===== src/hw/rtl/acm_ram.sv =====
// ----------------------------------------------------------------------------
// acm_ram
// Generic RAM: one write port, two registered read ports.
// ----------------------------------------------------------------------------
module acm_ram #(
  parameter int unsigned WIDTH = 8,
  parameter int unsigned DEPTH = 4
) (
  input  logic                     clk_i,
  input  logic                     we_i,
  input  logic [$clog2(DEPTH)-1:0] waddr_i,
  input  logic [WIDTH-1:0]         wdata_i,
  input  logic [$clog2(DEPTH)-1:0] raddr_a_i,
  output logic [WIDTH-1:0]         rdata_a_o,
  input  logic [$clog2(DEPTH)-1:0] raddr_b_i,
  output logic [WIDTH-1:0]         rdata_b_o
);

  logic [WIDTH-1:0] mem_q [DEPTH];
  logic [WIDTH-1:0] rdata_a_q, rdata_b_q;

  always_ff @(posedge clk_i) begin
    if (we_i) begin
      mem_q[waddr_i] <= wdata_i;
    end
    rdata_a_q <= mem_q[raddr_a_i];
    rdata_b_q <= mem_q[raddr_b_i];
  end

  assign rdata_a_o = rdata_a_q;
  assign rdata_b_o = rdata_b_q;

endmodule


===== config.mk =====
export PLATFORM = sky130hd
export DESIGN_NAME = acm_ram
export DESIGN_NICKNAME = d
export VERILOG_FILES = /design/src/hw/rtl/acm_ram.sv
export SDC_FILE = /design/constraint.sdc
export NUM_CORES = 1
export LEC_CHECK = 0
export ABC_CLOCK_PERIOD_IN_PS = 1700
export BUFFER_PORTS_ARGS = -buffer_cell sky130_fd_sc_hd__buf_2
export CAP_MARGIN = 20
export CORE_UTILIZATION = 56
export CTS_BUF_LIST = sky130_fd_sc_hd__clkbuf_8
export CTS_CLUSTER_DIAMETER = 40
export DETAILED_ROUTE_END_ITERATION = 8
export PLACE_DENSITY = 0.8
export SLEW_MARGIN = 20
export SYNTH_ARGS = -nofsm -noshare
export SYNTH_HDL_FRONTEND = slang
export SYNTH_SLANG_ARGS = --single-unit

===== constraint.sdc =====
create_clock -name clk_i -period 1.7 [get_ports clk_i]
set_input_delay 0.51 -clock clk_i [delete_from_list [all_inputs] [get_ports clk_i]]
set_output_delay 0.51 -clock clk_i [all_outputs]
set_load 0.02 [all_outputs]

======== Word-level counts from Yosys, hierarchy flattened ========
Memories as Yosys holds them, arrays and structs flattened. A register that Yosys moved wholly into a read port is not among the register bits.
Index checks and enable logic that the tools add are counted.
operators by class
  multiplexer cells ....................... 2
operators with widths
  kind     count
  $mux W1  2
word-level totals
  flip-flop bits (word level) ............. 0
  RAM bits ................................ 32
  output and inout port bits .............. 16
  logic and storage cells ................. 3
  memories kept ........................... 1
memory list
  name   depth  width  read ports  clocked after Yosys merged registers in  write ports  line  RTL
  mem_q  4      8      2           2                                        1            19    logic [WIDTH-1:0] mem_q [DEPTH];

======== Logic depth before layout (Yosys ltp) ========
  word-level depth ........................ 2
  gate-level depth with buffers ........... 2

======== Worst setup path after synthesis ========
No wires, ideal clock.
  path type ............................... input to register
  start ................................... input waddr_i[0]
  end ..................................... memory mem_q[0][0] (enable)
  library setup time ...................... 0.385 ns
  data arrival time ....................... 1.189 ns
  required time ........................... 1.315 ns
  slack ................................... 0.126 ns
  cell stages on the path ................. 1
  path buffers ............................ 0
  cell sequence ........................... nor3b_1
RTL lines
  what             line  RTL
  start, declared  11    input logic [$clog2(DEPTH)-1:0] waddr_i,
  end, declared    19
No word-level cell before the write port.

======== Worst setup path after layout ========
  start ................................... register rdata_b_q[1], in the netlist rdata_b_o[1] (read register of mem_q)
  end ..................................... output rdata_b_o[1]
RTL lines
  what             line  RTL
  start, declared  20    logic [WIDTH-1:0] rdata_a_q, rdata_b_q;
  end, declared    16    output logic [WIDTH-1:0] rdata_b_o
No word-level cell between the ends.

==> metrics.txt <==
Final Critical Period 1.31 ns; fin area 1960 um^2; Post-synth EDFFs 32; post-synthesis cell type count 8; Final ANT Viol Nets 0; part of the power in registers 0.619; Startpoint Class flop; Final Skew 0.00359 ns; cell count after placement 131; sequential area share after synthesis 0.751; Crit. Startpoint rdata_b_o[1]$_DFF_P_; HPWL after DPL 1670 um; status finished with violations; Rel. slew slack 0.711; Die Wd 57.2 um; syn_nets 88; post-place instance area 1870 um^2; Crit Path Max Fanout 1; CTS clk-pin slew, worst paths 0.08 ns; kind of cell adding the most delay to the critical path flip-flops; vias per inst 5.83; Combinational Power Share 0.096; row count 19; final worst path period share 0.769; layout cells sized above 1 0.509; sum of negative setup slack 0 ns; # fillers 163; Final #Nets 123; depth of the most critical reg-to-reg path 1; Final setup viols 0; VDD IR-drop max 0.624 mV; ant diodes 0; CP Capture Type output port; RSZ-0062 raised after global routing false; count leader, synth edfxtp_1; critical path cell sequence buf_2; number of H-tree levels 2; CTS max path bufs 2; Pint 1.70 mW; # Post-CTS Setup Buffers 0; R2R Path Start mem_q[3][1]$_DFFE_PP_; Total Wirelength 2410 um; Die Y 57.2 um; Peak Freq 765 MHz; Yosys warning total 0; NetSw 0.475 mW; Synth Area per Inst 23.7 um^2; largest net degree at the start of global routing 15; hold_ws 0.419 ns; Worst path depth 1; drt pass-1 iters 6; CTS sink cnt 48; PwrDens 1110 nW/um^2; HP Class in -> reg; CTS buffer count 5; worst skew pair latency 0.30 ns; number of max-cap violations 0; Final Util 0.692; Post-CTS Hold Buffers 0; crit path to rdata_b_o[1]; initial core utilization 0.603; Slowest-stage cell, CP dfxtp_1; failing checks design-rule violations; worst endpoint required time 1.19 ns; top_reg_cell synth edfxtp_1; routability congestion estimate 0.710; Leakage 0.724 nW; top cells by count, synth edfxtp_1 (32), dfxtp_1 (16), mux4_2 (16); synthesized flop and latch total 48; CTS tree done; worst endpoint data arrival time 0.80 ns; # port buffers 31; drc violations 3; core area 2830 um^2; Sequential cell area 1280 um^2; Routed WL per cell 17.3 um; Final Hold Fails 0; Worst-Margin Slew 0.434 ns; post-synth top area share 0.563; Via Count 810; post-synthesis async set-or-reset flop share 0; mapped cell area 1710 um^2; worst path buffer plus inverter count 1; initial antenna violation count 0; worst reg2reg setup slack 0.69 ns; Root Driver clkbuf_8; WS Path Type reg -> out; Synth Instances 72; boundary pin count 32; vias in the first global route 837; top area cells in the synthesized netlist edfxtp_1 (56%), mux4_2 (21%), dfxtp_1 (19%), buf_6 (1.3%), and3b_1 (1.0%); Non-Filler Instances 139; post-CTS sizing 0; total track usage 0.175; synthesis-to-layout area growth 14.7%; switch share 0.219; final slew viol count 0; R2R Path End rdata_a_o[1]$_DFF_P_; Clock power frac 0.285; global-route wire length before repair 3730 um; die area 3270 um^2; slowest stage delay, CP 0.34 ns; remaining global-route overflow 0; cell taking the most area after synthesis edfxtp_1; DRT iter0 DRCs 33; footprint of the multi-input gates 392 um^2
-- sequential cells by signal (all words and copies together) (netlist names) --
| signal | flops |
|---|---|
| mem_q | 32 |
| rdata_a_o | 8 |
| rdata_b_o | 8 |
-- metrics by stage --
step / worst slack, ns / total power, mW
5_1_grt: 0.359 / 2.27
4_1_cts: 0.380 / 2.20
3_5_place_dp: 0.196 / 1.58
2_1_floorplan: 0.126 / 1.51
6_report: 0.393 / 2.17
3_3_place_gp: 0.231 / 1.57
-- cell type report --
cell class	instances	area share
flip-flops and latches	48	0.655
repair buffers	32	0.0831
well taps	31	0.0198
multi-input cells	20	0.200
clock inverters	3	0.00703
clock buffers	5	0.0352
-- worst min path at each step --
stage,from,endpoint,slack [ns],cells after the start
final,wdata_i[2],mem_q[2][2]$_DFFE_PP_,0.42,1
after global routing,wdata_i[3],mem_q[0][3]$_DFFE_PP_,0.41,1
after CTS,wdata_i[3],mem_q[0][3]$_DFFE_PP_,0.41,1
after detailed placement,mem_q[2][6]$_DFFE_PP_,rdata_b_o[6]$_DFF_P_,0.57,1
after global placement,mem_q[2][5]$_DFFE_PP_,rdata_b_o[5]$_DFF_P_,0.56,1
after floorplan,mem_q[2][0]$_DFFE_PP_,rdata_a_o[0]$_DFF_P_,0.55,1
-- routing by layer --
| metal | vias up | GRT usage | routed length [um] | part of all wire |
|---|---|---|---|---|
| li1 | 373 | - | - | - |
| met1 | 404 | 0.152 | 745 | 0.31 |
| met2 | 26 | 0.331 | 1480 | 0.61 |
| met3 | 7 | 0.0567 | 120 | 0.050 |
| met4 | 0 | 0.122 | 61 | 0.025 |
| met5 | - | 0 | 0 | 0 |
-- placed cells by master (no fill, tap or decap) --
| cell | n |
|---|---|
| mux4_2 | 16 |
| buf_4 | 1 |
| clkinv_2 | 2 |
| clkbuf_8 | 5 |
| edfxtp_1 | 32 |
| clkinv_1 | 1 |
| nor3b_1 | 1 |
| and3_1 | 1 |
| and3b_1 | 2 |
| dfxtp_1 | 16 |
| buf_2 | 31 |
-- power by group through the flow --
stage | clock [mW] | sequential [mW] | combinational (mW)
2_1_floorplan | 0 | 1.42 | 0.0905
3_3_place_gp | 0 | 1.37 | 0.205
3_5_place_dp | 0 | 1.37 | 0.211
4_1_cts | 0.642 | 1.35 | 0.211
5_1_grt | 0.691 | 1.35 | 0.222
6_report | 0.619 | 1.34 | 0.208
-- cell families after synthesis --
family / share of synthesized area
simple gates: 0.0183
flops: 0.751
buf+inv: 0.0191
mux: 0.211
(Power assumes the default switching activity.)
