**src/hw/rtl/acm_fifo.sv**
```systemverilog
// ----------------------------------------------------------------------------
// acm_fifo
// Small first-in first-out queue on flops.
// ----------------------------------------------------------------------------
module acm_fifo #(
  parameter int unsigned WIDTH = 8,
  parameter int unsigned DEPTH = 4
) (
  input  logic             clk_i,
  input  logic             rst_ni,
  input  logic             push_i,
  input  logic [WIDTH-1:0] wdata_i,
  output logic             full_o,
  input  logic             pop_i,
  output logic [WIDTH-1:0] rdata_o,
  output logic             empty_o
);

  localparam int unsigned AW = $clog2(DEPTH);

  logic [WIDTH-1:0] data_q [DEPTH];
  logic [AW:0]      wptr_q, rptr_q;

  assign empty_o = (wptr_q == rptr_q);
  assign full_o  = (wptr_q[AW-1:0] == rptr_q[AW-1:0]) && (wptr_q[AW] != rptr_q[AW]);
  assign rdata_o = data_q[rptr_q[AW-1:0]];

  always_ff @(posedge clk_i) begin
    if (push_i && !full_o) begin
      data_q[wptr_q[AW-1:0]] <= wdata_i;
    end
  end

  always_ff @(posedge clk_i or negedge rst_ni) begin
    if (!rst_ni) begin
      wptr_q <= '0;
      rptr_q <= '0;
    end else begin
      if (push_i && !full_o) begin
        wptr_q <= wptr_q + 1'b1;
      end
      if (pop_i && !empty_o) begin
        rptr_q <= rptr_q + 1'b1;
      end
    end
  end

endmodule

```
**config.mk**
```make
export PLATFORM = sky130hd
export DESIGN_NAME = acm_fifo
export DESIGN_NICKNAME = d
export VERILOG_FILES = /design/src/hw/rtl/acm_fifo.sv
export SDC_FILE = /design/constraint.sdc
export NUM_CORES = 1
export LEC_CHECK = 0
export ABC_CLOCK_PERIOD_IN_PS = 2200
export BUFFER_PORTS_ARGS = -buffer_cell sky130_fd_sc_hd__buf_2
export CAP_MARGIN = 10
export CORE_MARGIN = 10
export CORE_UTILIZATION = 25
export DETAILED_ROUTE_END_ITERATION = 8
export SYNTH_ARGS = -nofsm -noshare
export SYNTH_HDL_FRONTEND = slang
export SYNTH_SLANG_ARGS = --single-unit
```
**constraint.sdc**
```tcl
create_clock -name clk_i -period 2.2 [get_ports clk_i]
set_clock_uncertainty 0.15 [all_clocks]
set_input_delay 0.22 -clock clk_i [delete_from_list [all_inputs] [get_ports clk_i]]
set_output_delay 0.22 -clock clk_i [all_outputs]
set_load 0.05 [all_outputs]
```
## Word level (Yosys, flattened, before mapping)

Memories as Yosys holds them, arrays and structs flattened.
Cells that the tools add are included.

- Reduce and logical (&&, ||, !) cells: 5
- Add/sub/neg operators: 2
- Eq/ne operators: 3
- Mux-type cells: 2

Operators by type and width:

| cell | count |
|---|---|
| adder 3 x 1 -> 3 bit, second input constant | 2 |
| == test 3 bit | 1 |
| logical AND 1 bit | 3 |
| == test 2 bit | 1 |
| logical NOT 1 bit | 2 |
| 2-to-1 mux 1 bit | 2 |
| inequality test 1 bit | 1 |

- Output and inout port bits: 10
- Bits in writable memories: 32
- Memories kept: 1
- Register bits after elaboration: 6
- Word-level logic and storage cells: 15
- Input bits: 12

Memories:

| name | words | bits a word | read ports | clocked after Yosys merged registers in | write ports | RTL line | text |
|---|---|---|---|---|---|---|---|
| data_q | 4 | 8 | 1 | 0 | 1 | 21 | `logic [WIDTH-1:0] data_q [DEPTH];` |

## Logic depth before layout (Yosys ltp)

Gate-level depths: netlist (run 1).

- Depth after elaboration: 6
- Gate-level depth with buffers: 5

## Worst setup path before layout (run 1)

OpenSTA, ideal clock, no wires.

- Kind: register -> output
- Start point: reg rptr_q[0]
- End point: out empty_o
- Arrival time: 1.895 ns
- Path buffers: 1
- Stages on the path, launching flop included: 4
- Setup slack: -0.065 ns
- Path through: dfrtp_1 > buf_6 > xor2_4 > nor3_1

- Longest elaborated chain between the ends: 1

RTL lines:

| what | RTL line | text |
|---|---|---|
| start, declared | 22 | `logic [AW:0] wptr_q, rptr_q;` |
| start signal, assigned | 43 | `rptr_q <= rptr_q + 1'b1;` |
| == test 3 bit | 24 | `assign empty_o = (wptr_q == rptr_q);` |
| end, declared | 16 | `output logic empty_o` |

No other way between the ends.

## Final worst setup path (run 1)

- Start point: reg rptr_q[0]
- End point: out rdata_o[6]

- Longest elaborated chain between the ends: 1

RTL lines:

| what | RTL line | text |
|---|---|---|
| memory (4 x 8 bit) | - |  |
| end, declared | 15 | `output logic [WIDTH-1:0] rdata_o,` |

No other way between the ends.

==> results of run 1 <==
## worst paths after layout
path,to,cells past startpoint
max in group asynchronous,wptr_q[2]$_DFFE_PN0P_,2
setup / recovery,rdata_o[6],3
hold / removal,data_q[2][5]$_DFFE_PP_,1
setup reg to reg,data_q[0][1]$_DFFE_PP_,3
min in group asynchronous,rptr_q[1]$_DFFE_PN0P_,2
hold reg to reg,wptr_q[2]$_DFFE_PN0P_,1
## sequential cells by signal (all words and copies together), names as in the netlist
| register | count |
|---|---|
| data_q | 32 |
| rptr_q | 3 |
| wptr_q | 3 |
## power breakdown
part / switching [uW] / leakage, uW / internal, uW
clock: 226 / 0.0000579 / 333
combinational: 1010 / 0.000333 / 552
sequential: 137 / 0.000366 / 974
## critical path: stages, from the launching register on
cell     delay, ps
dfrtp_1        480
buf_6          210
mux4_2         510
buf_2          230
## routing by layer
| layer | routed length, microns | vias to the layer above | track usage [%] | part of all wire [%] |
|---|---|---|---|---|
| met5 | 0 | - | 0 | 0 |
| met4 | 20 | 0 | 3.11 | 0.66 |
| met3 | 229 | 2 | 3.34 | 7.5 |
| met2 | 1550 | 26 | 10.8 | 51 |
| met1 | 1240 | 437 | 6.32 | 41 |
| li1 | - | 419 | - | - |
## final cells by class
cell class / count / area [sq um]
clock buffer: 5 / 68.8
fill: 630 / 4320
multi-input combinational: 46 / 543
sequential: 38 / 1110
inverter: 4 / 15.0
clock inverter: 3 / 40.0
tap: 77 / 96.3
timing repair buffer: 30 / 191
## Yosys cell counts
master and instances:
edfxtp_1 32, a21boi_0 1, buf_1 1, xor2_4 1, dfrtp_1 6, inv_1 4, nand3_1 1, mux4_2 8
buf_6 1, ha_1 5, xnor2_2 1, xor2_2 1, nand2b_1 2, a31oi_4 1, nor3_1 2, nand2_1 3
a21oi_1 4, and3_1 3, o31ai_1 5, xnor2_1 4, xor2_1 2, a211oi_1 1, a211oi_2 1
## cell families (layout without fill, tap and decap cells)
logic type,after synthesis,after routing
DFF,38,38
AOI/OAI and AO/OA,13,13
and+or+nand+nor,11,11
xor gates and xnor gates,9,9
muxes,8,8
buffers and inverters,6,42
adders and majority gates,5,5
## metrics by stage
step	setup WS [ps]	util [%]	std cells	cell area (sq um)	total power (uW)
6_report	115	32.3	203	2070	3230
5_1_grt	15.7	32.3	203	2070	3450
4_1_cts	101	32.0	203	2040	3230
3_5_place_dp	333	29.3	189	1870	2660
3_3_place_gp	378	29.3	189	1870	2630
2_1_floorplan	368	-	90	1670	2320
## repair_timing
action | 4_1_cts | 5_1_grt
hold buffers | 6 | 0
endpoints found under the hold margin | 25 | 0
endpoints found under the setup margin | 0 | 1
setup buffers | 0 | 0
resized for setup | 0 | 3
==> run_results.csv, run 1 <==
group,metric,value,unit
run_status,status,"complete, no violations",
synthesis,yosysTopAreaCell,"edfxtp_1",
timing,tns,0,ps
min_path,min_path_type,"in2reg",
worst_setup_path,r2r_slack,320,ps
synthesis,synth_cells,90,
job,cap_violations,0,
route,first_pass_iters,4,
clock_tree,htreeDepth,2,
floorplanning,fp.dieH,101,microns
timing,setup_viol,0,
route,vias_per_cell,4.35,
timing,finalHoldViolCount,0,
worst_setup_path,start_kind,"flip-flop",
worst_setup_path,cp-startpoint,"rptr_q[0]$_DFFE_PN0P_",
route,via_count,884,
clock_tree,cts_buffers,5,
clock_tree,clock-sinks,38,
worst_setup_path,cp.required,1830,ps
route,drt_iter0_drc,14,
synthesis,yosysTopAreaCellShare,57.9,%
finish,layout_commonest_cell,"edfxtp_1",
clock_tree,cts_tree,"yes",
global_routing,grt_pass1_vias,1019,
global_routing,grt_max_degree,14,
min_path,hold_start,"wdata_i[5]",
synthesis,synth_compound_area_share,6.41,%
global_routing,antenna_found_initial,0,
finish,area_growth_syn_to_layout,24.4,%
route,wl,3040,microns
floorplanning,core-area,6390,sq um
worst_setup_path,crit_arrival,1710,ps
clock_tree,clk_root_buffer_cell,"clkbuf_8",
global_routing,grt_overflow,0,
pwr,p_leak,0.000758,uW
finish,diodes,0,
floorplanning,die_w,101,microns
pwr,peakVddDrop,0.000685,V
finish,final_nets,142,
route,drc,0,
timing,slew_headroom,70.5,%
synthesis,synth_area_leaders,"edfxtp_1 (58%), mux4_2 (11%), dfrtp_1 (9.0%)",
timing,tightest_slew,442,ps
route,ant_nets,0,
synthesis,yosys_warnings,0,
placement,gp_congestion,0.865,
clock_tree,clock_path_buffers,2,
floorplanning,start_util,26.0,%
route,wl_per_cell,15.0,microns
synthesis,muxShareOfSynthArea,10.9,%
clock_tree,clk_pin_slew_worst_paths,70,ps
synthesis,synth_seq_area_share,66.9,%
timing,drv_slew,0,
worst_setup_path,setup.worst_path.end_class,"primary output",
clock_tree,clkLatencyLatePin,280,ps
synthesis,synthSimpleGateAreaFrac,3.47,%
global_routing,grt_pass1_wl,5070,microns
timing,post-route-period-util,94.8,%
synthesis,synth_cell_types,23,
synthesis,netlist_area,1660,sq um
placement,hpwl,2240,microns
floorplanning,rows,29,
worst_setup_path,crit_type,"reg2out",
synthesis,avgSynthCellArea,18.4,sq um
worst_setup_path,crit_fanout,8,
floorplanning,io_pins,22,
worst_setup_path,r2r_start,"wptr_q[2]$_DFFE_PN0P_",
placement,io_buffers,21,
finish,final_cell_mix,"edfxtp_1 (32), buf_2 (21), mux4_2 (8)",
synthesis,synth-xor-area-share,6.78,%
pwr,power_density,1570,nW/um^2
timing,hold_slack,13.7,ps
timing,period_needed,2080,ps
finish,drive_gt1_share,37.3,%
floorplanning,die_area,10300,sq um
timing,rsz0062_at_grt,"no",
synthesis,synthAdderAreaFrac,3.77,%
timing,fmax,0.480,GHz
global_routing,grt_use_total,6.38,%
synthesis,synth_seq_cells,38,
synthesis,synth_fp_nets,107,
synthesis,synth_top_family_by_area,"multiplexers",
Note: power is estimated with default switching activity, not from simulation.
==> run 2: changes to the inputs <==
- CORE_UTILIZATION: 25 -> 56
- PLACE_DENSITY: not set -> 0.78
==> run_results.csv, run 2 (same netlist as run 1, synthesis figures left out) <==
group,metric,value,unit
worst_setup_path,max_stage_delay,540,ps
pwr,swShare,45.1,%
finish,n_fill_cell,203,
worst_setup_path,cp.required,1830,ps
route,wl,2860,microns
run_status,status,"complete, no violations",
clock_tree,clk_pin_slew_worst_paths,100,ps
timing,slew_headroom,69.8,%
clock_tree,htreeDepth,2,
pwr,peakVddDrop,0.000950,V
floorplanning,die_w,74.5,microns
route,vias_per_cell,5.47,
floorplanning,core-area,2810,sq um
timing,post-route-period-util,92.6,%
pwr,pwr-share-comb,52.2,%
floorplanning,die_area,5540,sq um
global_routing,antenna_found_initial,0,
placement,gp_congestion,0.854,
pwr,power_density,1510,nW/um^2
route,wl_per_cell,17.8,microns
clock_tree,clock_path_buffers,2,
finish,fin_area,1980,sq um
timing,tns,0,ps
pwr,internal-power,1650,uW
global_routing,grt_util_met2,20.1,%
floorplanning,start_util,59.2,%
finish,multi_input_area,536,sq um
global_routing,gr-max-usage-layer,"met2",
clock_tree,clkLatencyLatePin,330,ps
worst_setup_path,setup.worst_path.end_class,"primary output",
finish,drive_gt1_share,35.4,%
global_routing,grt_pass1_vias,943,
worst_setup_path,path_buf_inv,2,
timing,drv_slew,0,
route,drc,0,
worst_setup_path,start_kind,"flip-flop",
route,ant_nets,0,
route,first_pass_iters,4,
job,cap_violations,0,
clock_tree,cts_setup_buffers,0,
finish,layout_commonest_cell,"edfxtp_1",
min_path,min_path_type,"in2reg",
placement,place_ws,326,ps
timing,tightest_slew,453,ps
floorplanning,rows,19,
global_routing,grt_max_degree,14,
finish,fin_util,70.6,%
floorplanning,fp.dieH,74.5,microns
worst_setup_path,crit_arrival,1670,ps
placement,hpwl,2070,microns
finish,ff_latch_area,1110,sq um
worst_setup_path,path_delay_family,"flip-flops",
finish,largest_reg_flops,32,
worst_setup_path,crit_fanout,6,
finish,final_cell_mix,"edfxtp_1 (32), buf_2 (21), dlygate4sd3_1 (9)",
timing,period_needed,2040,ps
worst_setup_path,cp_slowest_cell,"dfrtp_1",
pwr,p_clk_share,11.1,%
clock_tree,cts_tree,"yes",
global_routing,grt_use_total,11.8,%
global_routing,grt_overflow,0,
clock_tree,clock-sinks,38,
pwr,p_leak,0.000741,uW
global_routing,grtUsageMet3,4.65,%
worst_setup_path,crit_chain,"xor2_4 -> nand3_1 -> inv_1 -> buf_2",
floorplanning,io_pins,22,
worst_setup_path,crit_type,"reg2out",
clock_tree,cts_buffers,5,
finish,final_nets,146,
placement,place_area,1820,sq um
clock_tree,clk_root_buffer_cell,"clkbuf_4",
finish,area_growth_syn_to_layout,19.2,%
timing,finalWorstSetupSlack,163,ps
route,via_count,880,
timing,setup_viol,0,
timing,finalHoldViolCount,0,
finish,diodes,0,
pwr,p_seq_share,36.6,%
pwr,switching_power,1350,uW
global_routing,grtUsageMet1,12.8,%
global_routing,grt_pass1_wl,4780,microns
timing,fmax,0.491,GHz
placement,io_buffers,21,
route,drt_iter0_drc,97,
[run 2: changes by cell type in the layout (fill, tap and decap cells not counted), sizes merged]
| cell | previous run | this run |
|---|---|---|
| dlygate4sd3 | 6 | 9 |
| buf | 24 | 25 |
| bufinv | 1 | 0 |
| clkinvlp | 0 | 1 |
[run 2: worst paths after layout]
path / startpoint / endpoint / slack [ps] / cells past startpoint
min in group asynchronous: rst_ni / wptr_q[1]$_DFFE_PN0P_ / 80 / 2
max: wptr_q[2]$_DFFE_PN0P_ / full_o / 160 / 4
min reg2reg: rptr_q[0]$_DFFE_PN0P_ / rptr_q[0]$_DFFE_PN0P_ / 500 / 2
max reg2reg: wptr_q[2]$_DFFE_PN0P_ / data_q[1][3]$_DFFE_PP_ / 350 / 3
min: pop_i / rptr_q[2]$_DFFE_PN0P_ / 40 / 3
max in group asynchronous: rst_ni / rptr_q[2]$_DFFE_PN0P_ / 1670 / 2
[run 2: metrics by stage]
stage,total power [uW],std cells,hold slack (ps)
finish,3000,161,41.1
global route,3210,161,30.4
CTS,3010,161,18.2
detailed placement,2670,144,-96.3
global placement,2630,144,-95.2
floorplan,2320,90,-226
[run 2: routing by layer]
layer | vias up | routed length, microns | part of all wire [%]
met5 | - | 0 | 0
met4 | 0 | 69 | 2.4
met1 | 418 | 1130 | 39
met3 | 6 | 159 | 5.6
li1 | 432 | - | -
met2 | 24 | 1510 | 53
[run 2: worst min-delay path, stage by stage]
cell	delay [ps]
buf_2	120
nand2_1	70
o31ai_1	70
[run 2: area by class of cell]
type	count	share of cell area (%)
clock inverters	3	0.822
repair buffers	34	11.4
inverters	4	0.759
flip-flops and latches	38	56.1
clock buffers	5	1.90
well taps	31	1.96
multi-input cells	46	27.1
[run 2: power by group through the flow]
stage	clock, uW	combinational [uW]	sequential (uW)
floorplan	0	1230	1090
global placement	0	1540	1090
detailed placement	0	1560	1100
CTS	347	1580	1090
global route	384	1700	1120
finish	333	1560	1100
[run 2: repair_timing]
| action | CTS | global route |
|---|---|---|
| setup endpoints to repair | 0 | 1 |
| hold endpoints to repair | 38 | 0 |
| gates resized for setup | 0 | 1 |
| hold buffers | 9 | 0 |
