**config.mk**
```make
export PLATFORM = sky130hd
export DESIGN_NAME = acm_front
export DESIGN_NICKNAME = d
export VERILOG_FILES = /design/src/hw/rtl/acm_pkg.sv /design/src/hw/rtl/acm_front.sv
export SDC_FILE = /design/constraint.sdc
export NUM_CORES = 1
export LEC_CHECK = 0
export ABC_AREA = 0
export BUFFER_PORTS_ARGS = -buffer_cell sky130_fd_sc_hd__buf_4
export CAP_MARGIN = 20
export CORE_ASPECT_RATIO = 1.25
export CORE_MARGIN = 2
export CORE_UTILIZATION = 50
export DETAILED_ROUTE_END_ITERATION = 10
export MAX_ROUTING_LAYER = met4
export PLACE_DENSITY = 0.83
export SYNTH_ARGS = -nofsm -noshare
export SYNTH_HDL_FRONTEND = slang
export SYNTH_SLANG_ARGS = --single-unit
```
**constraint.sdc**
```tcl
create_clock -name clk_i -period 3.8 [get_ports clk_i]
set_input_delay 0.76 -clock clk_i [delete_from_list [all_inputs] [get_ports clk_i]]
set_output_delay 0.76 -clock clk_i [all_outputs]
set_load 0.01 [all_outputs]
```
**src/hw/rtl/acm_pkg.sv**
```systemverilog
// ----------------------------------------------------------------------------
// acm_pkg
// Shared types and constants of the adjacent column hit merger.
// ----------------------------------------------------------------------------
package acm_pkg;

  localparam int unsigned ColW  = 7;
  localparam int unsigned RowW  = 3;
  localparam int unsigned TimeW = 16;
  localparam int unsigned TagW  = 16;
  localparam int unsigned CfgW  = 16;
  localparam int unsigned CfgIdxW = 2;

  localparam logic [CfgIdxW-1:0] REG_MERGE_ENABLE = 2'd0;
  localparam logic [CfgIdxW-1:0] REG_TIME_WINDOW  = 2'd1;

  localparam logic [TimeW-1:0] TIME_WINDOW_RST = 16'd80;

  typedef struct packed {
    logic [ColW-1:0]         column;
    logic [RowW-1:0]         row;
    logic                    amp;
    logic signed [TimeW-1:0] time_v;
    logic [TagW-1:0]         tag;
  } hit_t;

  localparam int unsigned HitW = $bits(hit_t);

  typedef struct packed {
    hit_t hit;
    logic none_kept;
    logic overflow;
    logic last_result;
  } result_t;

  localparam int unsigned ResW = $bits(result_t);

  typedef struct packed {
    logic last;
    logic ovf;
  } ord_flags_t;

  typedef enum logic [1:0] {
    F_LOAD,
    F_SCAN,
    F_PUSH,
    F_WAIT
  } front_state_e;

  typedef enum logic [2:0] {
    B_IDLE,
    B_HIT,
    B_SREQ,
    B_SCHK,
    B_EMIT,
    B_FIN
  } back_state_e;

endpackage

```
**src/hw/rtl/acm_front.sv**
```systemverilog
// ----------------------------------------------------------------------------
// acm_front
// Loads an event's hits and emits their indices in stable column order.
// ----------------------------------------------------------------------------
module acm_front
  import acm_pkg::*;
#(
  parameter int unsigned MAX_HITS    = 64,
  parameter int unsigned COLUMN_BITS = 7
) (
  input  logic                           clk_i,
  input  logic                           rst_ni,
  input  logic                           push_i,
  output logic                           full_o,
  input  hit_t                           hit_i,
  input  logic                           last_i,
  output logic                           ram_we_o,
  output logic [$clog2(MAX_HITS)-1:0]    ram_waddr_o,
  output hit_t                           ram_wdata_o,
  output logic [$clog2(MAX_HITS)-1:0]    ram_raddr_o,
  input  hit_t                           ram_rdata_i,
  output logic                           ord_push_o,
  output logic [$clog2(MAX_HITS)-1:0]    ord_idx_o,
  output ord_flags_t                     ord_flags_o,
  input  logic                           ord_full_i,
  output logic [$clog2(MAX_HITS+1)-1:0]  count_o,
  input  logic                           done_i
);

  localparam int unsigned IW = $clog2(MAX_HITS);
  localparam int unsigned CW = $clog2(MAX_HITS + 1);
  localparam int unsigned KW = ColW + IW;
  localparam logic [ColW-1:0] ColMask =
    (COLUMN_BITS >= ColW) ? {ColW{1'b1}} : ColW'((1 << COLUMN_BITS) - 1);

  front_state_e    state_q, state_d;
  logic [CW-1:0]   cnt_q, k_q, emit_q;
  logic            ovf_q, rv_q, best_v_q, first_q;
  logic [IW-1:0]   ridx_q;
  logic [KW-1:0]   best_key_q, last_key_q, cand_key;
  logic            accept, cand_ok, ord_last;

  assign full_o      = (state_q != F_LOAD);
  assign accept      = push_i && !full_o;
  assign ram_we_o    = accept && (cnt_q < CW'(MAX_HITS));
  assign ram_waddr_o = cnt_q[IW-1:0];
  assign count_o     = cnt_q;

  always_comb begin
    ram_wdata_o        = hit_i;
    ram_wdata_o.column = hit_i.column & ColMask;
  end

  assign ram_raddr_o = k_q[IW-1:0];
  assign cand_key    = {ram_rdata_i.column, ridx_q};
  assign cand_ok     = rv_q && (first_q || (cand_key > last_key_q))
                       && (!best_v_q || (cand_key < best_key_q));
  assign ord_last    = (emit_q == (cnt_q - 1'b1));

  always_comb begin
    ord_push_o        = (state_q == F_PUSH) && !ord_full_i;
    ord_idx_o         = best_key_q[IW-1:0];
    ord_flags_o.last  = ord_last;
    ord_flags_o.ovf   = ovf_q;
  end

  always_comb begin
    state_d = state_q;
    case (state_q)
      F_LOAD: if (accept && last_i) state_d = F_SCAN;
      F_SCAN: if ((k_q == cnt_q) && !rv_q) state_d = F_PUSH;
      F_PUSH: if (!ord_full_i) state_d = ord_last ? F_WAIT : F_SCAN;
      F_WAIT: if (done_i) state_d = F_LOAD;
      default: state_d = F_LOAD;
    endcase
  end

  always_ff @(posedge clk_i or negedge rst_ni) begin
    if (!rst_ni) begin
      state_q    <= F_LOAD;
      cnt_q      <= '0;
      ovf_q      <= 1'b0;
      k_q        <= '0;
      rv_q       <= 1'b0;
      ridx_q     <= '0;
      best_v_q   <= 1'b0;
      best_key_q <= '0;
      last_key_q <= '0;
      first_q    <= 1'b1;
      emit_q     <= '0;
    end else begin
      state_q <= state_d;
      case (state_q)
        F_LOAD: begin
          if (accept) begin
            if (cnt_q < CW'(MAX_HITS)) begin
              cnt_q <= cnt_q + 1'b1;
            end else begin
              ovf_q <= 1'b1;
            end
          end
          k_q      <= '0;
          rv_q     <= 1'b0;
          best_v_q <= 1'b0;
          first_q  <= 1'b1;
          emit_q   <= '0;
        end
        F_SCAN: begin
          if (k_q < cnt_q) begin
            k_q    <= k_q + 1'b1;
            rv_q   <= 1'b1;
            ridx_q <= k_q[IW-1:0];
          end else begin
            rv_q <= 1'b0;
          end
          if (cand_ok) begin
            best_v_q   <= 1'b1;
            best_key_q <= cand_key;
          end
        end
        F_PUSH: begin
          if (!ord_full_i) begin
            last_key_q <= best_key_q;
            first_q    <= 1'b0;
            emit_q     <= emit_q + 1'b1;
            best_v_q   <= 1'b0;
            k_q        <= '0;
          end
        end
        F_WAIT: begin
          if (done_i) begin
            cnt_q <= '0;
            ovf_q <= 1'b0;
          end
        end
        default: ;
      endcase
    end
  end

endmodule

```
### Word level (Yosys, flattened, before mapping)

Index checks and enable logic that the tools add are counted.

| word-level totals | value |
|---|---|
| output and inout bits | 73 |
| logic and storage cells | 87 |
| input port bits | 92 |
| register bits | 59 |

| operators by class | value |
|---|---|
| reductions and logical operators | 28 |
| bitwise logic cells | 1 |
| equal/unequal tests | 14 |
| magnitude comparators | 4 |
| mux-type cells | 25 |
| add/sub/neg operators | 4 |

Operators with widths:

| operator | number |
|---|---|
| $mux 7 | 6 |
| $pmux 7 s2 | 2 |
| $add 7x1->7 const B | 3 |
| $pmux 7 s3 | 1 |
| $ne 2x2->1 const B | 9 |
| $eq 7x7->1 | 2 |
| $gt 13x13->1 | 1 |
| $lt 13x13->1 | 1 |
| $reduce_and 4->1 | 3 |
| $mux 2 | 5 |
| $pmux 2 s4 | 1 |
| $reduce_and 2->1 | 4 |
| $reduce_bool 2->1 | 4 |
| $logic_and 1x1->1 | 7 |
| $lt 7x7->1 | 1 |
| $lt 7x7->1 const B | 1 |
| $sub 7x1->7 const B | 1 |
| $mux 1 | 6 |
| $pmux 1 s2 | 3 |
| $reduce_and 3->1 | 2 |
| $eq 2x2->1 const B | 2 |
| $logic_not 1->1 | 4 |
| $pmux 1 s3 | 1 |
| $reduce_bool 3->1 | 1 |
| other kinds (4) | 5 |

### Logic depth before layout (Yosys ltp)

Gate-level depths: netlist of the first run.

| logic depth | value |
|---|---|
| word-level depth | 6 |
| mapped depth | 9 |
| gate-level depth less buffers | 8 |

### Least setup slack after synthesis of the first run

No wires, ideal clock.

| path | value |
|---|---|
| kind | input to register |
| from | in ram_rdata_i[41] (netlist bit) |
| to | reg best_key_q[0] |
| data required time | 3.675 ns |
| setup slack | 1.247 ns |
| arrival | 2.428 ns |
| stages | 8 |
| buffers on the path | 1 |
| setup time | 0.125 ns |
| path through | ha_1 -> a21oi_1 -> nand2_1 -> a211o_1 -> a221o_1 -> nand4_4 -> buf_6 -> mux2_4 |

| between the ends | value |
|---|---|
| longest elaborated chain between the ends | 5 |
| elaborated cells between the ends (all ways) | 7 |
| those cells by class | order compare: 2; reduce/logical: 5 |

RTL lines:

| element | RTL line | RTL |
|---|---|---|
| from (decl) | acm_front.sv:21 | `input hit_t ram_rdata_i,` |
| $gt 13x13->1 | acm_front.sv:56 | `assign cand_ok = rv_q && (first_q \|\| (cand_key > last_key_q))` |
| $logic_or 1x1->1 | acm_front.sv:56 |  |
| $logic_and 1x1->1 | acm_front.sv:56 |  |
| $logic_and 1x1->1 * | acm_front.sv:57 | `&& (!best_v_q \|\| (cand_key < best_key_q));` |
| $reduce_and 2->1 (no source line) * | -- |  |
| to (signal assigned) | acm_front.sv:118 | `best_key_q <= cand_key;` |
| to (decl) | acm_front.sv:40 | `logic [KW-1:0] best_key_q, last_key_q, cand_key;` |

Mark *: on every way between the ends. The rest lies on a longest branch, timed or not.
A chain may end at the register's enable or synchronous reset.

==> impl_results.md, run 1 <==
- CP peak stage delay: 0.51 ns
- Dpl hpwl: about 5600 um
- Most common cell after layout, fill and taps aside: dfrtp_1
- First-pass GRT wire length: 13300 um
- FILL cells: 698
- DRT iter0 DRCs: 114
- Synthesized area: approximately 0.004 mm2
- Clock tree buffer depth: 2
- Total routed wirelength: between 7000 and 8000 um
- Xor-xnor portion of the synthesized cell area: 0.0309
- Initial antenna violation count: 0
- CP Cell Sequence: inv_1 > ha_1 > and3_1 > a211o_1 > a22o_1 > nor3_1 > buf_4
- Clock Sinks: between 50 and 60
- Crit start category: register
- Largest net degree at the start of global routing: 60
- Row cnt: 36
- IO buf count: between 40 and 50
- Post-synth EDFFs: 0
- Hold buffer count at CTS: 0
- Setup CP Type: reg2out
- FMAX: between 300 and 400 MHz
- Final setup fails: 0
- Root Buffer: clkbuf_8
- Hold Slack: between 0.4 and 0.5 ns
- Die outline area: just under 0.009 mm2
- Unrepaired setup endpoints after global routing: no
- Status: completed
- Final Max Tran Viols: 0
- GP Congestion: ~0.88
- PwrDens: about 690 mW/mm2
- Final min period: between 3 and 4 ns
- Max_cap viols: 0
- Slew HR: 0.508
- Footprint of the multi-input gates: around 0.0018 mm2
- Nets: 528
- Starting density of the core: 0.512
- Post-route DRC: 0
- Routed wl met3: 358 um
- Core Area: 0.00775 mm2
- Least-Margin Pin Slew: 0.738 ns
- Number of synthesized register bits: 59
- Multiplexer share of the synthesized area: 0.0706
- Highest metal layer with signal wires: met4
- Simple-Gate Fraction of Synth Area: 0.122
- Sequential power share: 0.364
- Avg WL per Cell: 15.6 um
- CP Capture Type: output pin
- Die Y: roughly 100 um
- Vias after detailed routing: ~2700
- Internal power: 1.80 mW
- YS warnings: 0
- Static Leak: 2.01 nW
- Vias in the first global route: between 2000 and 3000
- Setup TNS: 0 ns
- Cell variety after synth: between 40 and 50
- Avg Cell Area, Syn: 9.52 um2
- Max FO, Critical Path: 8
- Largest family of logic cells by synthesized area: buffers and inverters
- Buf+Inv Stages, Crit Path: 2
- FF/Latch Area: 0.00148 mm2
- Top cells by area, synth: dfrtp_1 37%, buf_4 12%, ha_1 11%
- Met1 wire length: around 3300 um
- Total grt overflow: 0
- Synth area leader: dfrtp_1
- Wire length on met2: 3940 um
- Area delta synth->final: 3.22%
- H-tree depth: 3
- Antenna-violating nets left: 0
- Endpoints failing hold: 0
- IO Count: 165
- N_diodes: 0
- Cells resized by post-CTS repair: 0
- Worst Path Required: 3.04 ns
- Die Wd: ~84 um
- Sequential area share after synthesis: 0.372
- Clock-pin slew on the worst setup and hold paths: around 0.06 ns
- Layout Skew: between 0.004 and 0.005 ns
- Synth Area in Compound Gates: 0.121
- Worst skew pair latency: about 0.34 ns
- First-pass DRT Iterations: 4
- Synth Flop Type: dfrtp_1
- Commonest non-fill, non-tap cells in the layout: 58 x dfrtp_1, 44 x buf_4, 41 x nand2_1
- Post-CTS setup buffers: 0
- Syn_nets: 545
- CP arrival: roughly 2.3 ns
- Delay-heaviest family, CP: flip-flops
- GR Util All Layers: 0.195
- Peak supply drop: about 390 uV
- CTS tree: built
- Sw frac: 0.366
- Mapped Cells: approximately 420
- HP Class: in2async
- Synthesized-area fraction occupied by adder cells: 0.113
- Via-to-Cell Ratio: between 5 and 6
- Slack of the worst reg-to-reg path: 1.30 ns
- Yosys top cell area share: 0.366
- Final period util: 0.798
- Ys async rst share: 1.00
- Clock share of power: 0.204
- Sw Pwr: about 1.0 mW
- CTS Buf Count: 9
- Combinational Power Share: 0.432
- CP max stage cell: dfrtp_1
- Share of post-route cells with drive strength above 1: 0.210
-- metrics by stage --
stage | cell area (um2) | power [mW] | setup WS, ns | std cells | util
after floorplan | 3970 | 2.02 | 1.25 | 417 | -
after global placement | 3900 | 2.18 | 0.890 | 484 | 0.503
after detailed placement | 3900 | 2.26 | 0.866 | 484 | 0.503
after CTS | 4100 | 2.86 | 0.786 | 500 | 0.529
after global routing | 4100 | 3.05 | 0.682 | 500 | 0.529
final | 4100 | 2.83 | 0.769 | 500 | 0.529
-- path summary, 6_finish.rpt --
check	startpoint	cells past startpoint	end
max reg2reg	ridx_q[4]	7	best_key_q[10]
max	count_o[0]	7	ord_flags_o[1]
min reg2reg	rv_q	1	rv_q
min in group clk_i	rv_q	1	rv_q
min	rst_ni	1	count_o[2]
max in group asynchronous	rst_ni	1	last_key_q[1]
-- power groups by stage --
stage / clock [mW] / sequential [mW] / combinational, mW
final: 0.577 / 1.03 / 1.22
after floorplan: 0 / 0.972 / 1.05
after detailed placement: 0 / 1.04 / 1.22
after CTS: 0.587 / 1.03 / 1.24
after global placement: 0 / 1.03 / 1.16
after global routing: 0.621 / 1.06 / 1.37
-- cell type report --
class | count | area share
clock buffer | 14 | 0.0397
clock inverter | 2 | 0.00855
inverter | 41 | 0.0376
multi-input combinational | 245 | 0.444
sequential | 59 | 0.361
tap | 95 | 0.0290
timing repair buffer | 44 | 0.0806
-- routing by layer --
layer / up-vias / global-route usage
met3: 21 / 0.0526
met4: 0 / 0.0887
li1: 1325 / -
met2: 70 / 0.319
met5: - / -
met1: 1332 / 0.224
-- logic make-up (layout without fill, tap and decap cells) --
kind of cell | count (synthesis) | in the layout
buffers and inverters | 113 | 101
AND/OR/NAND/NOR | 99 | 99
AO/OA/AOI/OAI | 74 | 74
flip-flops | 59 | 59
adder cells (fa/ha/maj) | 36 | 36
multiplexers | 22 | 22
XOR/XNOR | 14 | 14
-- registers in the layout, indices dropped and copies added (netlist names) --
register    count
ovf_q           1
state_q         2
best_v_q        1
count_o         7
last_key_q     13
first_q         1
emit_q          7
best_key_q     13
ridx_q          6
rv_q            1
k_q             7
-- worst register-to-register path: stages (launching register included) --
cell,delay [ns]
dfrtp_1,0.42
ha_1,0.34
nand3_1,0.11
nor3_1,0.06
a211o_1,0.30
a311oi_2,0.36
nand4_4,0.37
mux2_4,0.42
-- synth_stat cells, types with 4 or more instances --
cell,n
buf_4,63
dfrtp_1,58
nand2_1,41
inv_1,40
ha_1,36
o21ai_0,26
a21oi_1,20
nor2_1,16
mux2_2,12
mux2_4,9
nand3_1,9
xnor2_1,9
nand4_1,6
or3_1,6
a22o_1,5
and3_1,5
xor2_1,5
buf_2,4
nor2b_1,4
nor3_1,4
(Power assumes the default switching activity.)
==> run 2, diff against run 1 <==
- CORE_UTILIZATION: 50 -> 44
- PLACE_DENSITY: 0.83 -> 0.77
- clock period: 3.8 -> 2.6 ns (I/O delays scaled with it)
==> impl_results.md, run 2 <==
- Hold buffer count at CTS: 0 (unchanged)
- Cell variety after synth: 47 (unchanged)
- Starting density of the core: 0.454 (was 0.512)
- Synthesized area: 0.00397 mm2 (unchanged)
- Die Wd: 88.9 um (was 83.7 um)
- Largest net degree at the start of global routing: 60 (unchanged)
- Synth Flop Type: dfrtp_1 (unchanged)
- Clock Sinks: 59 (unchanged)
- Syn_nets: 545 (unchanged)
- Mapped Cells: 417 (unchanged)
- CTS Buf Count: 9 (unchanged)
- GP Congestion: 0.869 (was 0.882)
- First-pass GRT wire length: 13300 um (about the same)
- IO buf count: 42 (unchanged)
- Yosys top cell area share: 0.366 (unchanged)
- Die Y: 110 um (was 104 um)
- Top cells by count, synth: 63 x buf_4, 58 x dfrtp_1, 41 x nand2_1 (unchanged)
- Avg Cell Area, Syn: 9.52 um2 (unchanged)
- Number of synthesized register bits: 59 (unchanged)
- Fail Step: 5_2_route
- Vias in the first global route: 2910 (was 2877)
- IO Count: 165 (unchanged)
- GR Util All Layers: 0.180 (was 0.195)
- Error msg: [ERROR DRT-0255] Maze Route cannot find path of net hit_i[39] in worker of routeBox ( 48300 0 ) ( 88945 48300 ).
- Root Buffer: clkbuf_8 (unchanged)
- Synth area leader: dfrtp_1 (unchanged)
- Dpl hpwl: 5870 um (was 5640 um)
- Post-synth EDFFs: 0 (unchanged)
- Status: did not finish (was completed)
- Total grt overflow: 0 (unchanged)
- Worst EP Category: output port
- Ys async rst share: 1.00 (unchanged)
- Top cells by area, synth: dfrtp_1 37%, buf_4 12%, ha_1 11% (unchanged)
- Most common cell in the netlist: buf_4 (unchanged)
- YS warnings: 0 (unchanged)
- H-tree depth: 3 (unchanged)
- Sequential area share after synthesis: 0.372 (unchanged)
- Row cnt: 38 (was 36)
- Grt repair worst endpoint: ord_flags_o[1]
- Clock tree buffer depth: 2 (unchanged)
- Initial antenna violation count: 0 (unchanged)
## run 2: metrics by stage
stage / cell area [um2] / util / worst slack (ns) / instances / hold WS (ns)
CTS: 4180 / 0.478 / 0.0242 / 532 / 0.270
global placement: 3980 / 0.455 / 0.0410 / 516 / 0.464
global route: 4200 / 0.480 / 0.0158 / 533 / 0.300
detailed placement: 3980 / 0.455 / 0.0337 / 516 / 0.470
floorplan: 3970 / - / 0.287 / 417 / 0.224
## run 2: logic make-up after synthesis
| logic type | after synthesis | share of synthesized area |
|---|---|---|
| compound gates | 74 | 0.121 |
| xor+xnor | 14 | 0.0309 |
| fa+ha+maj | 36 | 0.113 |
| buf+inv | 113 | 0.170 |
| flops | 59 | 0.372 |
| mux | 22 | 0.0706 |
| simple gates | 99 | 0.122 |
## run 2: repair_timing
item                                    CTS  global route
setup buffers                             0             1
gates cloned                              0             0
endpoints found under the setup margin    1             2
endpoints found under the hold margin     0             0
resized for setup                         2             2
## run 2: layer usage
layer and track usage:
met1 0.205, met2 0.305, met3 0.0477, met4 0.0650
met5 -
==> run 3, diff against run 2 <==
- CORE_ASPECT_RATIO: 1.25 -> default
- CORE_UTILIZATION: 44 -> 35
- MAX_ROUTING_LAYER: met4 -> default
- PLACE_DENSITY: 0.77 -> default
- PLACE_DENSITY_LB_ADDON: default -> 0.15
- clock period: 2.6 -> 3.4 ns (I/O delays scaled with it)
==> impl_results.md, run 3 (synthesis gave the netlist of run 1 again) <==
- Pre-CTS setup slack: 0.519 ns (was 0.0337 ns)
- Total grt overflow: 0 (unchanged)
- Footprint of the multi-input gates: around 0.0018 mm2
- Final Max Tran Viols: 0
- FF/Latch Area: around 0.0015 mm2
- Hold buffer count at CTS: 0 (unchanged)
- Layout Skew: 0.00845 ns
- GP Congestion: 0.751 (was 0.869)
- Area delta synth->final: 6.81%
- Die Wd: 110 um (was 88.9 um)
- Initial antenna violation count: 0 (unchanged)
- Share of post-route cells with drive strength above 1: 0.212
- IO buf count: 42 (unchanged)
- CP Capture Type: output pin
- Status: completed (was did not finish)
- GR Util All Layers: 0.140 (was 0.180)
- Post-Layout Cell Count: 545
- Final min period: around 2.9 ns
- PwrDens: about 790 mW/mm2
- Post-route DRC: 0
- Starting density of the core: 0.363 (was 0.454)
- HP Class: in2async
- Unrepaired setup endpoints after global routing: no
- DRT iter0 DRCs: 106
- Die Y: 110 um (about the same)
- Slack of the worst reg-to-reg path: 0.89 ns
- Max FO, Critical Path: 8
- CP arrival: approximately 2.2 ns
- Via-to-Cell Ratio: slightly below 5
- Reg-to-reg critical path endpoint: best_key_q[11]
- Clock tree buffer depth: 2 (unchanged)
- CTS tree: built
- Crit start category: register
- First-pass GRT wire length: 13900 um (was 13300 um)
- Worst flop-to-flop path startpoint: ridx_q[3]
- Endpoints failing hold: 0
- Post-Place Cell Area: 0.00396 mm2 (was 0.00398 mm2)
- Util after Layout: 0.388
- Clock-pin slew on the worst setup and hold paths: ~0.05 ns
- Setup TNS: 0 ns
- Avg WL per Cell: around 15 um
- Pwr Total: approximately 3.3 mW
- Worst skew pair latency: ~0.32 ns
- Final period util: 0.844
- Cells resized by post-CTS repair: 0 (was 2)
- Row cnt: 38 (unchanged)
- Final setup fails: 0
- Root Buffer: clkbuf_16 (was clkbuf_8)
- Commonest non-fill, non-tap cells in the layout: 58 x dfrtp_1, 44 x buf_4, 41 x nand2_1
- Setup WS post-layout: roughly 0.53 ns
- Vias after detailed routing: approximately 2700
- Total routed wirelength: between 8000 and 9000 um
- Setup CP Type: reg2out
- FILL cells: 1106
- Die outline area: 0.0122 mm2
- Core Area: 0.0109 mm2
- Static Leak: 2.05 nW
- FMAX: 349 MHz
- Nets: between 500 and 600
- Post-route cell area: approximately 0.0042 mm2
- Max_cap viols: 0
- N_diodes: 0
- Antenna-violating nets left: 0
- Dpl hpwl: 5900 um (was 5870 um)
- Hold Slack: just over 0.4 ns
- Peak supply drop: between 200 and 300 uV
- Largest net degree at the start of global routing: 60 (unchanged)
- Largest registers in the final layout: best_key_q: 13 flops, last_key_q: 13 flops
- Vias in the first global route: 2753 (was 2910)
- Reg2reg path depth: 7
- IO Count: 165 (unchanged)
- Least-Margin Pin Slew: 0.791 ns
- First-pass DRT Iterations: 6
- Clock Sinks: 59 (unchanged)
- Dpl cells: 529 (was 516)
- Worst Path Required: between 2 and 3 ns
- CTS Buf Count: 9 (unchanged)
- Post-CTS setup buffers: 0 (unchanged)
- Most common cell after layout, fill and taps aside: dfrtp_1
- H-tree depth: 3 (unchanged)
- Slew HR: 0.472
[run 3: worst max-delay path by stage]
stage          slack [ns]  cells after the start       startpoint        endpoint
4_1_cts              0.49                      7       count_o[0]  ord_flags_o[1]
2_1_floorplan        0.93                      8  ram_rdata_i[41]   best_key_q[0]
5_1_grt              0.40                      7       count_o[0]  ord_flags_o[1]
6_report             0.53                      7       count_o[0]  ord_flags_o[1]
3_3_place_gp         0.51                      8  ram_rdata_i[41]  best_key_q[11]
3_5_place_dp         0.52                      8  ram_rdata_i[41]  best_key_q[11]
[run 3: power breakdown]
group | internal (mW) | total, mW | switching [mW]
logic | 0.713 | 1.33 | 0.622
registers | 0.913 | 1.15 | 0.237
clock network | 0.551 | 0.861 | 0.311
[run 3: critical path, cell delays in order (launching register included)]
cell and delay, ns:
dfrtp_1 0.51, inv_1 0.10, ha_1 0.26, and3_1 0.22, a211o_1 0.24, a22o_1 0.20, nor3_1 0.18, buf_4 0.16
[run 3: metal layers]
layer,wire [um],global-route usage,vias to the layer above
li1,-,-,1327
met1,3950,0.186,1286
met2,3710,0.217,43
met3,325,0.0406,15
met4,104,0.0492,0
met5,0,0,-
[run 3: cell type report]
cell class | count | share of cell area
timing repair buffer | 44 | 0.0779
multi-input combinational | 245 | 0.429
inverter | 41 | 0.0363
sequential | 59 | 0.349
clock buffer | 14 | 0.0646
tap | 140 | 0.0413
clock inverter | 2 | 0.00236
